**config.mk**
```make
export PLATFORM = sky130hd
export DESIGN_NAME = partition_fit_allocator_top_flat
export DESIGN_NICKNAME = d
export VERILOG_FILES = /design/src/rtl/pfa_pkg.sv /design/src/rtl/pfa_if.sv /design/src/rtl/pfa_ram.sv /design/src/rtl/pfa_regs.sv /design/src/rtl/pfa_ctrl.sv /design/src/rtl/pfa_dpath.sv /design/src/rtl/partition_fit_allocator_top.sv /design/src/flat_wrapper.sv
export VERILOG_INCLUDE_DIRS = /design/src /design/src/rtl
export SDC_FILE = /design/constraint.sdc
export NUM_CORES = 1
export LEC_CHECK = 0
export BUFFER_PORTS_ARGS = -buffer_cell sky130_fd_sc_hd__buf_2
export CORE_MARGIN = 2
export CORE_UTILIZATION = 45
export CTS_CLUSTER_SIZE = 10
export DETAILED_ROUTE_END_ITERATION = 12
export MAX_ROUTING_LAYER = met4
export PLACE_DENSITY_LB_ADDON = 0.05
export RECOVER_POWER = 25
export SYNTH_ARGS = -nofsm -noshare
export SYNTH_HDL_FRONTEND = slang
export SYNTH_SLANG_ARGS = --single-unit
```
**constraint.sdc**
```tcl
create_clock -name i_clk -period 4.4 [get_ports i_clk]
set_clock_uncertainty 0.15 [all_clocks]
set_input_delay 0.44 -clock i_clk [delete_from_list [all_inputs] [get_ports i_clk]]
set_output_delay 0.44 -clock i_clk [all_outputs]
set_load 0.05 [all_outputs]
```
**src/rtl/assert_macros.svh**
```systemverilog
// Assertion macros used by the top level of the partition fit allocator.
`ifndef ASSERT_MACROS_SVH
`define ASSERT_MACROS_SVH

// Check that cons holds in the same cycle whenever ante holds.
`define ASSERT_SAME_CYCLE(lbl, clk, rst_n, ante, cons) \
    lbl: assert property (@(posedge clk) disable iff (!rst_n) (ante) |-> (cons)) \
        else $error("same-cycle check failed");

// Check that cons holds in the cycle after ante holds.
`define ASSERT_NEXT_CYCLE(lbl, clk, rst_n, ante, cons) \
    lbl: assert property (@(posedge clk) disable iff (!rst_n) (ante) |=> (cons)) \
        else $error("next-cycle check failed");

`endif

```
**src/rtl/pfa_pkg.sv**
```systemverilog
// Package with types, constants and helpers of the partition fit allocator.
`default_nettype none

package pfa_pkg;

    // Default storage parameters
    localparam int unsigned DEF_PARTITIONS = 16;
    localparam int unsigned DEF_SIZE_BITS  = 16;

    // Fixed field widths
    localparam int unsigned IDX_W   = 4;
    localparam int unsigned SIZE_W  = 16;
    localparam int unsigned CNT_W   = 16;
    localparam int unsigned PCNT_W  = 5;
    localparam int unsigned POL_W   = 2;
    localparam int unsigned APB_AW  = 3;
    localparam int unsigned APB_DW  = 32;

    localparam logic [CNT_W-1:0] CNT_MAX = '1;

    // Fit policy codes
    localparam logic [POL_W-1:0] POL_FIRST = 2'd0;
    localparam logic [POL_W-1:0] POL_BEST  = 2'd1;
    localparam logic [POL_W-1:0] POL_WORST = 2'd2;

    // Register indexes (byte address bit 2)
    localparam logic REG_FIT_POLICY = 1'b0;
    localparam logic REG_PART_COUNT = 1'b1;

    // Action codes
    localparam logic ACT_LOAD  = 1'b0;
    localparam logic ACT_ALLOC = 1'b1;

    typedef enum logic [1:0] {
        ST_IDLE,
        ST_SCAN,
        ST_DONE
    } t_state;

    typedef struct packed {
        logic [POL_W-1:0]  fit_policy;
        logic [PCNT_W-1:0] partition_count;
    } t_cfg;

    typedef struct packed {
        logic take_load;
        logic take_alloc;
        logic scan;
        logic finish;
    } t_cmd;

    typedef struct packed {
        logic scan_done;
        logic out_free;
    } t_sts;

    // Index width for a table of the given depth, at least one bit
    function automatic int unsigned f_idx_w(input int unsigned depth);
        return (depth > 1) ? $clog2(depth) : 1;
    endfunction

endpackage

`default_nettype wire

```
**src/rtl/pfa_if.sv**
```systemverilog
// Request and response channel interfaces of the partition fit allocator.
`default_nettype none

interface pfa_req_if;
    logic        valid;
    logic        ready;
    logic        action;
    logic [3:0]  partition_index;
    logic [15:0] size_value;

    modport source (output valid, output action, output partition_index,
                    output size_value, input ready);
    modport sink   (input valid, input action, input partition_index,
                    input size_value, output ready);
endinterface

interface pfa_rsp_if;
    logic        valid;
    logic        ready;
    logic        granted;
    logic [3:0]  partition_number;
    logic [15:0] remaining_space;
    logic [15:0] request_number;

    modport source (output valid, output granted, output partition_number,
                    output remaining_space, output request_number, input ready);
    modport sink   (input valid, input granted, input partition_number,
                    input remaining_space, input request_number, output ready);
endinterface

`default_nettype wire

```
**src/rtl/pfa_ram.sv**
```systemverilog
// Generic single-write, single-read RAM with registered read data.
`default_nettype none

module pfa_ram
    import pfa_pkg::*;
#(
    parameter int unsigned WIDTH = DEF_SIZE_BITS,
    parameter int unsigned DEPTH = DEF_PARTITIONS
) (
    input  logic                        i_clk,
    input  logic                        i_we,
    input  logic [f_idx_w(DEPTH)-1:0]   i_waddr,
    input  logic [WIDTH-1:0]            i_wdata,
    input  logic [f_idx_w(DEPTH)-1:0]   i_raddr,
    output logic [WIDTH-1:0]            o_rdata
);

    logic [WIDTH-1:0] r_mem [DEPTH];
    logic [WIDTH-1:0] r_rdata;

    // Write and register the read word
    always_ff @(posedge i_clk) begin
        if (i_we) begin
            r_mem[i_waddr] <= i_wdata;
        end
        r_rdata <= r_mem[i_raddr];
    end

    assign o_rdata = r_rdata;

endmodule

`default_nettype wire

```
**src/rtl/pfa_regs.sv**
```systemverilog
// APB configuration registers: fit policy and partition count.
`default_nettype none

module pfa_regs
    import pfa_pkg::*;
(
    input  logic              i_clk,
    input  logic              i_rst_n,
    input  logic              psel,
    input  logic              penable,
    input  logic              pwrite,
    input  logic [APB_AW-1:0] paddr,
    input  logic [APB_DW-1:0] pwdata,
    output logic [APB_DW-1:0] prdata,
    output logic              pready,
    output t_cfg              o_cfg
);

    t_cfg r_cfg;
    logic w_wr;

    assign pready = 1'b1;
    assign w_wr   = psel && penable && pwrite;

    // Update the addressed register in the access phase
    always_ff @(posedge i_clk) begin
        if (!i_rst_n) begin
            r_cfg.fit_policy      <= POL_FIRST;
            r_cfg.partition_count <= PCNT_W'(DEF_PARTITIONS);
        end else if (w_wr) begin
            unique case (paddr[2])
                REG_FIT_POLICY: r_cfg.fit_policy      <= pwdata[POL_W-1:0];
                REG_PART_COUNT: r_cfg.partition_count <= pwdata[PCNT_W-1:0];
                default:        r_cfg                 <= r_cfg;
            endcase
        end
    end

    // Return the addressed register
    always_comb begin
        unique case (paddr[2])
            REG_FIT_POLICY: prdata = APB_DW'(r_cfg.fit_policy);
            REG_PART_COUNT: prdata = APB_DW'(r_cfg.partition_count);
            default:        prdata = '0;
        endcase
    end

    assign o_cfg = r_cfg;

endmodule

`default_nettype wire

```
**src/rtl/pfa_ctrl.sv**
```systemverilog
// Controller state machine: accept, scan sequencing and result hand-off.
`default_nettype none

module pfa_ctrl
    import pfa_pkg::*;
(
    input  logic i_clk,
    input  logic i_rst_n,
    input  logic i_req_valid,
    input  logic i_req_action,
    output logic o_req_ready,
    input  t_sts i_sts,
    output t_cmd o_cmd
);

    t_state r_state;
    t_state n_state;

    always_ff @(posedge i_clk) begin
        if (!i_rst_n) begin
            r_state <= ST_IDLE;
        end else begin
            r_state <= n_state;
        end
    end

    // Next state
    always_comb begin
        n_state = r_state;
        unique case (r_state)
            ST_IDLE: begin
                if (i_req_valid) begin
                    n_state = (i_req_action == ACT_ALLOC) ? ST_SCAN : ST_DONE;
                end
            end
            ST_SCAN: begin
                if (i_sts.scan_done) begin
                    n_state = ST_DONE;
                end
            end
            ST_DONE: begin
                if (i_sts.out_free) begin
                    n_state = ST_IDLE;
                end
            end
            default: n_state = ST_IDLE;
        endcase
    end

    // Commands to the datapath
    always_comb begin
        o_cmd       = '0;
        o_req_ready = 1'b0;
        unique case (r_state)
            ST_IDLE: begin
                o_req_ready      = 1'b1;
                o_cmd.take_load  = i_req_valid && (i_req_action == ACT_LOAD);
                o_cmd.take_alloc = i_req_valid && (i_req_action == ACT_ALLOC);
            end
            ST_SCAN: begin
                o_cmd.scan = 1'b1;
            end
            ST_DONE: begin
                o_cmd.finish = i_sts.out_free;
            end
            default: o_cmd = '0;
        endcase
    end

endmodule

`default_nettype wire

```
**src/rtl/pfa_dpath.sv**
```systemverilog
// Datapath: free-space store, sequential fit scan, counter and result register.
`default_nettype none

module pfa_dpath
    import pfa_pkg::*;
#(
    parameter int unsigned PARTITIONS = DEF_PARTITIONS,
    parameter int unsigned SIZE_BITS  = DEF_SIZE_BITS
) (
    input  logic              i_clk,
    input  logic              i_rst_n,
    input  t_cfg              i_cfg,
    input  t_cmd              i_cmd,
    output t_sts              o_sts,
    input  logic [IDX_W-1:0]  i_partition_index,
    input  logic [SIZE_W-1:0] i_size_value,
    input  logic              i_rsp_ready,
    output logic              o_rsp_valid,
    output logic              o_granted,
    output logic [IDX_W-1:0]  o_partition_number,
    output logic [SIZE_W-1:0] o_remaining_space,
    output logic [CNT_W-1:0]  o_request_number
);

    localparam int unsigned AW = f_idx_w(PARTITIONS);
    localparam int unsigned IW = $clog2(PARTITIONS + 1);
    localparam int unsigned LW = (IW > PCNT_W) ? IW : PCNT_W;

    // Request state
    logic [SIZE_BITS-1:0]  r_size;
    logic [CNT_W-1:0]      r_cnt;
    logic                  r_is_load;
    logic [IDX_W-1:0]      r_ld_idx;
    // Scan state
    logic [IW-1:0]         r_idx;
    logic                  r_pend;
    logic [AW-1:0]         r_pend_idx;
    logic                  r_pend_vb;
    logic                  r_found;
    logic [AW-1:0]         r_pick;
    logic [SIZE_BITS-1:0]  r_best;
    logic [PARTITIONS-1:0] r_vld;
    // Result register
    logic                  r_out_vld;
    logic                  r_out_granted;
    logic [IDX_W-1:0]      r_out_pnum;
    logic [SIZE_W-1:0]     r_out_rem;
    logic [CNT_W-1:0]      r_out_reqn;

    logic [SIZE_BITS-1:0]  w_size_in;
    logic                  w_ld_hit;
    logic [LW-1:0]         w_cnt_ext;
    logic [LW-1:0]         w_lim;
    logic                  w_issue;
    logic [SIZE_BITS-1:0]  w_rdata;
    logic [SIZE_BITS-1:0]  w_sp;
    logic                  w_fits;
    logic                  w_take;
    logic [SIZE_BITS-1:0]  w_after;
    logic                  w_we;
    logic [AW-1:0]         w_waddr;
    logic [SIZE_BITS-1:0]  w_wdata;

    assign w_size_in = SIZE_BITS'(i_size_value);
    assign w_ld_hit  = (32'(i_partition_index) < PARTITIONS);

    // Clamp the searched range to the stored partitions
    assign w_cnt_ext = LW'(i_cfg.partition_count);
    assign w_lim     = (w_cnt_ext > LW'(PARTITIONS)) ? LW'(PARTITIONS) : w_cnt_ext;
    assign w_issue   = (LW'(r_idx) < w_lim);

    // Never-written entries read as zero
    assign w_sp   = r_pend_vb ? w_rdata : '0;
    assign w_fits = (w_sp >= r_size);

    // Apply the fit policy; strict compares keep the lowest index on ties
    always_comb begin
        case (i_cfg.fit_policy)
            POL_BEST:  w_take = w_fits && (!r_found || (w_sp < r_best));
            POL_WORST: w_take = w_fits && (!r_found || (w_sp > r_best));
            default:   w_take = w_fits && !r_found;
        endcase
    end

    assign w_after = r_best - r_size;

    // Write port: load items on accept, granted allocations on hand-off
    assign w_we    = (i_cmd.take_load && w_ld_hit) ||
                     (i_cmd.finish && !r_is_load && r_found);
    assign w_waddr = i_cmd.take_load ? AW'(i_partition_index) : r_pick;
    assign w_wdata = i_cmd.take_load ? w_size_in : w_after;

    pfa_ram #(
        .WIDTH (SIZE_BITS),
        .DEPTH (PARTITIONS)
    ) u_ram (
        .i_clk   (i_clk),
        .i_we    (w_we),
        .i_waddr (w_waddr),
        .i_wdata (w_wdata),
        .i_raddr (r_idx[AW-1:0]),
        .o_rdata (w_rdata)
    );

    // Mark written entries
    always_ff @(posedge i_clk) begin
        if (!i_rst_n) begin
            r_vld <= '0;
        end else if (w_we) begin
            r_vld[w_waddr] <= 1'b1;
        end
    end

    // Capture requests and run the scan
    always_ff @(posedge i_clk) begin
        if (!i_rst_n) begin
            r_cnt     <= '0;
            r_is_load <= 1'b0;
            r_idx     <= '0;
            r_pend    <= 1'b0;
            r_found   <= 1'b0;
        end else if (i_cmd.take_load) begin
            r_cnt     <= '0;
            r_is_load <= 1'b1;
            r_ld_idx  <= i_partition_index;
            r_best    <= w_ld_hit ? w_size_in : '0;
            r_found   <= 1'b0;
            r_pend    <= 1'b0;
        end else if (i_cmd.take_alloc) begin
            if (r_cnt != CNT_MAX) begin
                r_cnt <= r_cnt + 1'b1;
            end
            r_is_load <= 1'b0;
            r_size    <= w_size_in;
            r_idx     <= '0;
            r_pend    <= 1'b0;
            r_found   <= 1'b0;
            r_pick    <= '0;
            r_best    <= '0;
        end else if (i_cmd.scan) begin
            // Issue the next read
            r_pend     <= w_issue;
            r_pend_idx <= r_idx[AW-1:0];
            r_pend_vb  <= r_vld[r_idx[AW-1:0]];
            if (w_issue) begin
                r_idx <= r_idx + 1'b1;
            end
            // Evaluate the word read last cycle
            if (r_pend && w_take) begin
                r_found <= 1'b1;
                r_pick  <= r_pend_idx;
                r_best  <= w_sp;
            end
        end
    end

    assign o_sts.scan_done = !w_issue && !r_pend;
    assign o_sts.out_free  = !r_out_vld || i_rsp_ready;

    // Result register: load on hand-off, drop when taken
    always_ff @(posedge i_clk) begin
        if (!i_rst_n) begin
            r_out_vld <= 1'b0;
        end else if (i_cmd.finish) begin
            r_out_vld <= 1'b1;
        end else if (i_rsp_ready) begin
            r_out_vld <= 1'b0;
        end
    end

    always_ff @(posedge i_clk) begin
        if (i_cmd.finish) begin
            r_out_granted <= !r_is_load && r_found;
            r_out_reqn    <= r_cnt;
            if (r_is_load) begin
                r_out_pnum <= r_ld_idx;
                r_out_rem  <= SIZE_W'(r_best);
            end else if (r_found) begin
                r_out_pnum <= IDX_W'(r_pick);
                r_out_rem  <= SIZE_W'(w_after);
            end else begin
                r_out_pnum <= '0;
                r_out_rem  <= '0;
            end
        end
    end

    assign o_rsp_valid        = r_out_vld;
    assign o_granted          = r_out_granted;
    assign o_partition_number = r_out_pnum;
    assign o_remaining_space  = r_out_rem;
    assign o_request_number   = r_out_reqn;

endmodule

`default_nettype wire

```
**src/rtl/partition_fit_allocator_top.sv**
```systemverilog
// Top level of the partition fit allocator.
//
//   Port         Dir     Protocol        Carries
//   i_req        in      valid/ready     action, partition_index, size_value
//   o_rsp        out     valid/ready     granted, partition_number,
//                                        remaining_space, request_number
//   psel..pready in/out  APB-style       fit_policy (0x0), partition_count (0x4)
//
// A load transaction is accepted, then its result is handed off. An allocate
// transaction is accepted, then scans N = min(partition_count, PARTITIONS) partitions
// one at a time through the single RAM read port, whose read data is registered,
// then closes the scan and hands off its result.
// Reset (synchronous, i_rst_n low) clears valid bits, counter and state at once.
// A held result stalls hand-off, and no new request is accepted until hand-off.
`default_nettype none

module partition_fit_allocator_top
    import pfa_pkg::*;
#(
    parameter int unsigned PARTITIONS = DEF_PARTITIONS,
    parameter int unsigned SIZE_BITS  = DEF_SIZE_BITS
) (
    input  logic              i_clk,
    input  logic              i_rst_n,
    pfa_req_if.sink           i_req,
    pfa_rsp_if.source         o_rsp,
    input  logic              psel,
    input  logic              penable,
    input  logic              pwrite,
    input  logic [APB_AW-1:0] paddr,
    input  logic [APB_DW-1:0] pwdata,
    output logic [APB_DW-1:0] prdata,
    output logic              pready
);

`include "assert_macros.svh"

    t_cfg w_cfg;
    t_cmd w_cmd;
    t_sts w_sts;
    logic w_grant_shown;
    logic w_refusal_shown;
    logic w_refusal_clean;

    pfa_regs u_regs (
        .i_clk   (i_clk),
        .i_rst_n (i_rst_n),
        .psel    (psel),
        .penable (penable),
        .pwrite  (pwrite),
        .paddr   (paddr),
        .pwdata  (pwdata),
        .prdata  (prdata),
        .pready  (pready),
        .o_cfg   (w_cfg)
    );

    pfa_ctrl u_ctrl (
        .i_clk        (i_clk),
        .i_rst_n      (i_rst_n),
        .i_req_valid  (i_req.valid),
        .i_req_action (i_req.action),
        .o_req_ready  (i_req.ready),
        .i_sts        (w_sts),
        .o_cmd        (w_cmd)
    );

    pfa_dpath #(
        .PARTITIONS (PARTITIONS),
        .SIZE_BITS  (SIZE_BITS)
    ) u_dpath (
        .i_clk              (i_clk),
        .i_rst_n            (i_rst_n),
        .i_cfg              (w_cfg),
        .i_cmd              (w_cmd),
        .o_sts              (w_sts),
        .i_partition_index  (i_req.partition_index),
        .i_size_value       (i_req.size_value),
        .i_rsp_ready        (o_rsp.ready),
        .o_rsp_valid        (o_rsp.valid),
        .o_granted          (o_rsp.granted),
        .o_partition_number (o_rsp.partition_number),
        .o_remaining_space  (o_rsp.remaining_space),
        .o_request_number   (o_rsp.request_number)
    );

    // Decode the presented result for the checks below
    assign w_grant_shown   = o_rsp.valid && o_rsp.granted;
    assign w_refusal_shown = o_rsp.valid && !o_rsp.granted && (o_rsp.request_number != 16'd0);
    assign w_refusal_clean = (o_rsp.partition_number == 4'd0) &&
                             (o_rsp.remaining_space == 16'd0);

    // Hand-off always presents a result next cycle
    `ASSERT_NEXT_CYCLE(a_finish_shows, i_clk, i_rst_n, w_cmd.finish, o_rsp.valid)

    // No request is taken while a scan runs
    `ASSERT_SAME_CYCLE(a_no_accept_in_scan, i_clk, i_rst_n, w_cmd.scan, !i_req.ready)

    // A grant always belongs to a counted request
    `ASSERT_SAME_CYCLE(a_grant_counted, i_clk, i_rst_n, w_grant_shown, o_rsp.request_number != 16'd0)

    // A refused request reports no partition and no space
    `ASSERT_SAME_CYCLE(a_refusal_clean, i_clk, i_rst_n, w_refusal_shown, w_refusal_clean)

endmodule

`default_nettype wire

```
**src/flat_wrapper.sv**
```systemverilog
// flat-port wrapper written by rule: the top's interface ports become plain ports
module partition_fit_allocator_top_flat import pfa_pkg::*;
#(
    parameter int unsigned PARTITIONS = DEF_PARTITIONS,
    parameter int unsigned SIZE_BITS  = DEF_SIZE_BITS
)
  (i_clk, i_rst_n, psel, penable, pwrite, paddr, pwdata, prdata, pready, i_req_valid, i_req_action, i_req_partition_index, i_req_size_value, i_req_ready, o_rsp_valid, o_rsp_granted, o_rsp_partition_number, o_rsp_remaining_space, o_rsp_request_number, o_rsp_ready);
  pfa_req_if i_req_i ();
  pfa_rsp_if o_rsp_i ();
  input  logic i_clk;
  input  logic i_rst_n;
  input  logic psel;
  input  logic penable;
  input  logic pwrite;
  input  logic [APB_AW-1:0] paddr;
  input  logic [APB_DW-1:0] pwdata;
  output logic [APB_DW-1:0] prdata;
  output logic pready;
  input wire logic [$bits(i_req_i.valid)-1:0] i_req_valid;
  input wire logic [$bits(i_req_i.action)-1:0] i_req_action;
  input wire logic [$bits(i_req_i.partition_index)-1:0] i_req_partition_index;
  input wire logic [$bits(i_req_i.size_value)-1:0] i_req_size_value;
  output wire logic [$bits(i_req_i.ready)-1:0] i_req_ready;
  output wire logic [$bits(o_rsp_i.valid)-1:0] o_rsp_valid;
  output wire logic [$bits(o_rsp_i.granted)-1:0] o_rsp_granted;
  output wire logic [$bits(o_rsp_i.partition_number)-1:0] o_rsp_partition_number;
  output wire logic [$bits(o_rsp_i.remaining_space)-1:0] o_rsp_remaining_space;
  output wire logic [$bits(o_rsp_i.request_number)-1:0] o_rsp_request_number;
  input wire logic [$bits(o_rsp_i.ready)-1:0] o_rsp_ready;
  assign i_req_i.valid = i_req_valid;
  assign i_req_i.action = i_req_action;
  assign i_req_i.partition_index = i_req_partition_index;
  assign i_req_i.size_value = i_req_size_value;
  assign i_req_ready = i_req_i.ready;
  assign o_rsp_valid = o_rsp_i.valid;
  assign o_rsp_granted = o_rsp_i.granted;
  assign o_rsp_partition_number = o_rsp_i.partition_number;
  assign o_rsp_remaining_space = o_rsp_i.remaining_space;
  assign o_rsp_request_number = o_rsp_i.request_number;
  assign o_rsp_i.ready = o_rsp_ready;
  partition_fit_allocator_top #(.PARTITIONS(PARTITIONS), .SIZE_BITS(SIZE_BITS)) u_core (.i_clk(i_clk), .i_rst_n(i_rst_n), .i_req(i_req_i), .o_rsp(o_rsp_i), .psel(psel), .penable(penable), .pwrite(pwrite), .paddr(paddr), .pwdata(pwdata), .prdata(prdata), .pready(pready));
endmodule
```
## Yosys cells after proc, flatten, opt, wreduce, memory -nomap -nowiden

Memory sizes are Yosys's and may differ from the RTL's. A register that Yosys moved wholly into a read port is not among the register bits.
Index checks and enable logic that the tools add are counted.
Widths: inputs -> output; s select.

| storage, ports and cells | value |
|---|---|
| register bits after elaboration | 132 |
| RAM bits | 256 |
| output and inout bits | 72 |
| logic and storage cells | 127 |
| memories kept | 1 |

| operators by class | value |
|---|---|
| add/sub/neg operators | 3 |
| order comparisons | 8 |
| eq/ne operators | 8 |
| muxes and demuxes | 38 |
| bitwise logic cells | 6 |
| reductions and logical operators | 43 |

Memory list:

| name | words | bits a word | rd ports | clocked after memory_dff | wr ports | line | source |
|---|---|---|---|---|---|---|---|
| u_core.u_dpath.u_ram.r_mem | 16 | 16 | 1 | 1 | 1 | pfa_ram.sv:18 | `logic [WIDTH-1:0] r_mem [DEPTH];` |

Operator list:

| cell | number |
|---|---|
| $mux 16 | 8 |
| $pmux 32 s2 | 1 |
| $mux 4 | 5 |
| $mux 5 | 4 |
| $add 16x1->16 const B | 1 |
| $ge 16x16->1 | 1 |
| $gt 16x16->1 | 1 |
| $lt 16x16->1 | 1 |
| $ne 16x16->1 const B | 1 |
| $or 16x16->16 | 1 |
| $sub 16x16->16 | 1 |
| $logic_and 1x1->1 | 13 |
| $reduce_and 3->1 | 4 |
| $mux 1 | 11 |
| $lt 4x5->1 const B | 2 |
| $mux 2 | 5 |
| $reduce_and 2->1 | 5 |
| $reduce_bool 2->1 | 5 |
| $reduce_and 4->1 | 2 |
| $ne 2x2->1 const B | 3 |
| $pmux 2 s3 | 1 |
| $reduce_bool 3->1 | 2 |
| $add 5x1->5 const B | 1 |
| $gt 5x5->1 const B | 1 |
| other kinds (13) | 26 |

## Longest topological paths before layout

| depth | value |
|---|---|
| depth in word-level cells | 10 |
| mapped depth | 11 |
| gate-level depth less buffers | 11 |

## By module

From an unflattened synthesis, not the netlist that was laid out.

| second synthesis, totals | value |
|---|---|
| cell total of the unflattened synthesis | 1,157 |
| area, all modules | 17,384.2 µm² |

By module, submodules not included:

| module | instances | cells an instance | area each (µm²) | seq. area each (µm²) |
|---|---|---|---|---|
| pfa_ram | 1 | 432 | 10,042.1 | 8,007.7 |
| pfa_dpath | 1 | 646 | 6,653.9 | 3,283.1 |
| pfa_regs | 1 | 65 | 556.8 | 140.1 |
| pfa_ctrl | 1 | 14 | 131.4 | 40.0 |

## Worst setup path after synthesis

OpenSTA, ideal clock, no wires.

| timing | value |
|---|---|
| kind | flip-flop to flip-flop |
| from | register u_core.u_dpath.r_out_vld, in the netlist u_core.u_dpath.o_rsp_valid |
| to | memory u_core.u_dpath.u_ram.r_mem[1][0] (netlist bit), enable pin |
| library setup time | 390 ps |
| arrival time | 3,846 ps |
| path slack | 14 ps |
| stages on the path, launching flop included | 6 |
| buffers on the path | 0 |
| path through | dfxtp_1 -> nand2b_1 -> nor2b_1 -> nand2_1 -> o32a_1 -> nor2_1 |

RTL lines:

| what | line | source |
|---|---|---|
| start, declared | pfa_dpath.sv:44 | `logic r_out_vld;` |
| start signal, assigned | pfa_dpath.sv:163 | `r_out_vld <= 1'b0;` |
| start signal, assigned | pfa_dpath.sv:165 | `r_out_vld <= 1'b1;` |
| start signal, assigned | pfa_dpath.sv:167 | `r_out_vld <= 1'b0;` |
| end, declared | pfa_ram.sv:18 |  |

==> run metrics <==
status=complete, but fails checks; failing checks=max-capacitance violations, max-slew violations; Ports=135; Cell variety after synth=67; Top FF cell, synth=edfxtp_1; Sw Pwr=2056 µW; number of global-route vias before repair=a little over 9000; Clock Root Buffer=clkbuf_16; Mapped Cells=1089; HPWL Detailed=25920 µm; final hold viol count=0; first-pass GRT wire length=57720 µm; Clock Latency Late Sink=570 ps; routability cong.=0.8261; combinational power share=0.091; CP endpoint kind=flop; post-CTS setup buffer count=0; Synth async-reset ratio=0; DR vias/cell=approximately 5.4; Post-synth EDFFs=338; share of layout cells above drive strength 1=0.1648; Max stage delay on crit path=2020 ps; TritonCTS clock tree=built; min cycle time layout=3933 ps; Critical Path AT=4210 ps; Port Buffers=77; internal power=6597 µW; M2 GR Usage=0.3095; worst hold path startpoint=o_rsp_ready; sequential area share after synthesis=0.6639; placeable core area=0.03776 mm²; antenna violations before repair=0; Power Total=8653 µW; Tcrit/Tclk final=0.8938; final setup vio count=0; VDD IR max=~0.39 mV; setup repair after global routing missed its margin=no; launch point of the worst path=u_core.u_dpath.r_idx[1]; Die X=199.9 µm; starting density of the core=0.4576; Final Max Tran Viols=slightly below 100; Yosys Warn Count=0; DRT Wirelength=38390 µm; CP Launch Type=flop; total gr overflow=0; relative slew slack=-0.6901; largest net degree at the start of global routing=50; via count of the routed design=about 9500; DR WL/cell=21.65 µm; LEAKAGE=just under 0.007 µW; met1 usage in global routing=0.2842; GRT Max-Usage Layer=met2; fin nets=between 1000 and 1500; DR DRC count=0; worst-case clock buffer depth=3; PD cells=437.4 mW/mm²; clock slew at reported path FFs=50 ps; CP required=4680 ps; H-tree levels=2; Synth Cell Area=between 0.015 and 0.02 mm²; measured slew at the worst slew-check pin=approximately 2500 ps; area of the multi-input gates=0.005381 mm²; Global Route Usage Sum=0.2032; post-route ant nets=0; Die Y=around 200 µm; Clock Power Share=0.403; Flop pwr share=0.506; Synth Area per Inst=15.87 µm²; Tightest Hold Check Type=input port to flop; clk sinks=404; Cell Rows=71; die footprint=~0.04 mm²; CTS Buf Count=47; met3 Use GR=0.03679; Worst R2R Start=u_core.u_dpath.r_idx[1]; drt first pass iters=5; slowest CP cell=dfxtp_1; Worst Path Max Fanout=between 40 and 50; FILL cells=3165; ANT cells=0; Layout area overhead=14.49%; Sw Share=0.2376; Critical Path, Cell by Cell=buf_4 > mux4_2 > mux4_2; critical path class=flop to flop; most used cell, CP=mux4_2; number of max-cap violations=3; register area=0.01147 mm²; Seq cells post-synth=404; Fmax=254.3 MHz; Iteration-0 DRC Markers=553; total negative setup slack=0 ps
## sequential cells by signal, summed over array words and instances (netlist names), 16 cells and up
register                          flops
u_core.u_dpath.r_best                16
u_core.u_dpath.r_vld                 16
u_core.u_dpath.u_ram.o_rdata         16
u_core.u_dpath.o_request_number      16
u_core.u_dpath.r_cnt                 16
u_core.u_dpath.o_remaining_space     16
u_core.u_dpath.r_size                16
u_core.u_dpath.u_ram.r_mem          256
## kinds of logic (layout without fill, tap and decap cells)
group / after synthesis / in the layout / share of synthesized area
and+or+nand+nor: 245 / 245 / 0.07032
other: 2 / 28 / 0.0004347
AOI/OAI and AO/OA: 148 / 148 / 0.06098
muxes: 97 / 97 / 0.1179
xor gates and xnor gates: 33 / 33 / 0.01673
DFF: 404 / 404 / 0.6639
adders and majority gates: 52 / 52 / 0.03809
buffers and inverters: 108 / 255 / 0.03165
## power groups by stage
stage,combinational [µW],clock (µW),sequential (µW)
2_1_floorplan,491,0,4500
3_3_place_gp,776,0,4450
3_5_place_dp,788,0,4450
4_1_cts,808,3580,4370
5_1_grt,867,3720,4380
6_report,790,3490,4380
## path summary, 6_finish.rpt
path                                      to  slack, ps  cells past startpoint
min reg2reg         u_core.u_dpath.r_vld[14]        310                      1
max          u_core.u_dpath.u_ram.o_rdata[9]        470                      3
min               u_core.u_dpath.o_rsp_valid        120                      3
max reg2reg  u_core.u_dpath.u_ram.o_rdata[9]        470                      3
## layout by cell type, fill, tap and decap left out, drive strengths merged, types with 15 or more instances in the layout
| cell | count |
|---|---|
| a22o | 15 |
| and2 | 25 |
| edfxtp | 338 |
| xnor2 | 16 |
| nor2 | 64 |
| o21ai | 22 |
| mux4 | 85 |
| xor2 | 17 |
| o21a | 25 |
| inv | 41 |
| clkbuf | 149 |
| a21oi | 35 |
| ha | 51 |
| dlygate4sd3 | 25 |
| dfxtp | 66 |
| buf | 36 |
| conb | 28 |
| nand2 | 81 |
## synth_stat cells, drive strengths merged, types with 3 or more instances
library cell,count,area (µm²)
nand2,81,306.6
mux2i,10,100.1
mux4,85,1914
a31oi,7,43.79
a21boi,3,22.52
nor3b,7,57.55
a41oi,3,26.28
xor2,17,148.9
edfxtp,338,10150
nor2,64,256.5
clkbuf,25,93.84
a21o,9,67.56
o2111a,3,33.78
a21oi,35,175.2
o31ai,4,35.03
o211ai,3,22.52
nand3,14,70.07
o21a,25,187.7
ha,51,638.1
nor3,11,55.05
nand2b,8,50.05
buf,42,299.0
inv,41,153.9
and3,3,20.02
and2,25,162.7
a211oi,3,22.52
nand4,7,43.79
o21ai,22,110.1
and4,3,26.28
dfxtp,66,1321
a22o,15,131.4
nor2b,12,75.07
xnor2,16,140.1
## stage by stage
stage	utilization	cell area (µm²)	hold slack (ps)	worst slack [ps]	instances
floorplan	-	17380	284.8	13.62	1115
global placement	0.4854	18330	295.2	526.9	1671
detailed placement	0.4854	18330	301.1	490.8	1671
CTS	0.5279	19930	111.9	485.3	1773
global route	0.5239	19780	129.4	266.3	1773
finish	0.5239	19780	122.8	467.5	1773
## layer usage
layer | wire, µm | up-vias | part of all wire
met1 | 17910 | 4779 | 0.47
met5 | 0 | - | 0
met4 | 664 | 0 | 0.017
met3 | 1876 | 52 | 0.049
met2 | 17940 | 252 | 0.47
li1 | - | 4425 | -
## final cells by class
| class | count | area share |
|---|---|---|
| Clock buffer | 73 | 0.06641 |
| Tap cell | 511 | 0.03232 |
| Inverter | 41 | 0.007780 |
| Multi-Input combinational cell | 603 | 0.2720 |
| Timing Repair Buffer | 137 | 0.03947 |
| Clock inverter | 4 | 0.002087 |
| Sequential cell | 404 | 0.5799 |
## critical path: cells and delay by family (launching register included)
family   cells  cell delay (ps)
mux          2              920
flops        1             2020
buf+inv      1              610
## what timing repair did
| item | CTS | global route |
|---|---|---|
| resized for setup | 0 | 0 |
| hold endpoints to repair | 26 | 0 |
| hold buffers | 25 | 0 |
(Power assumes the default switching activity.)
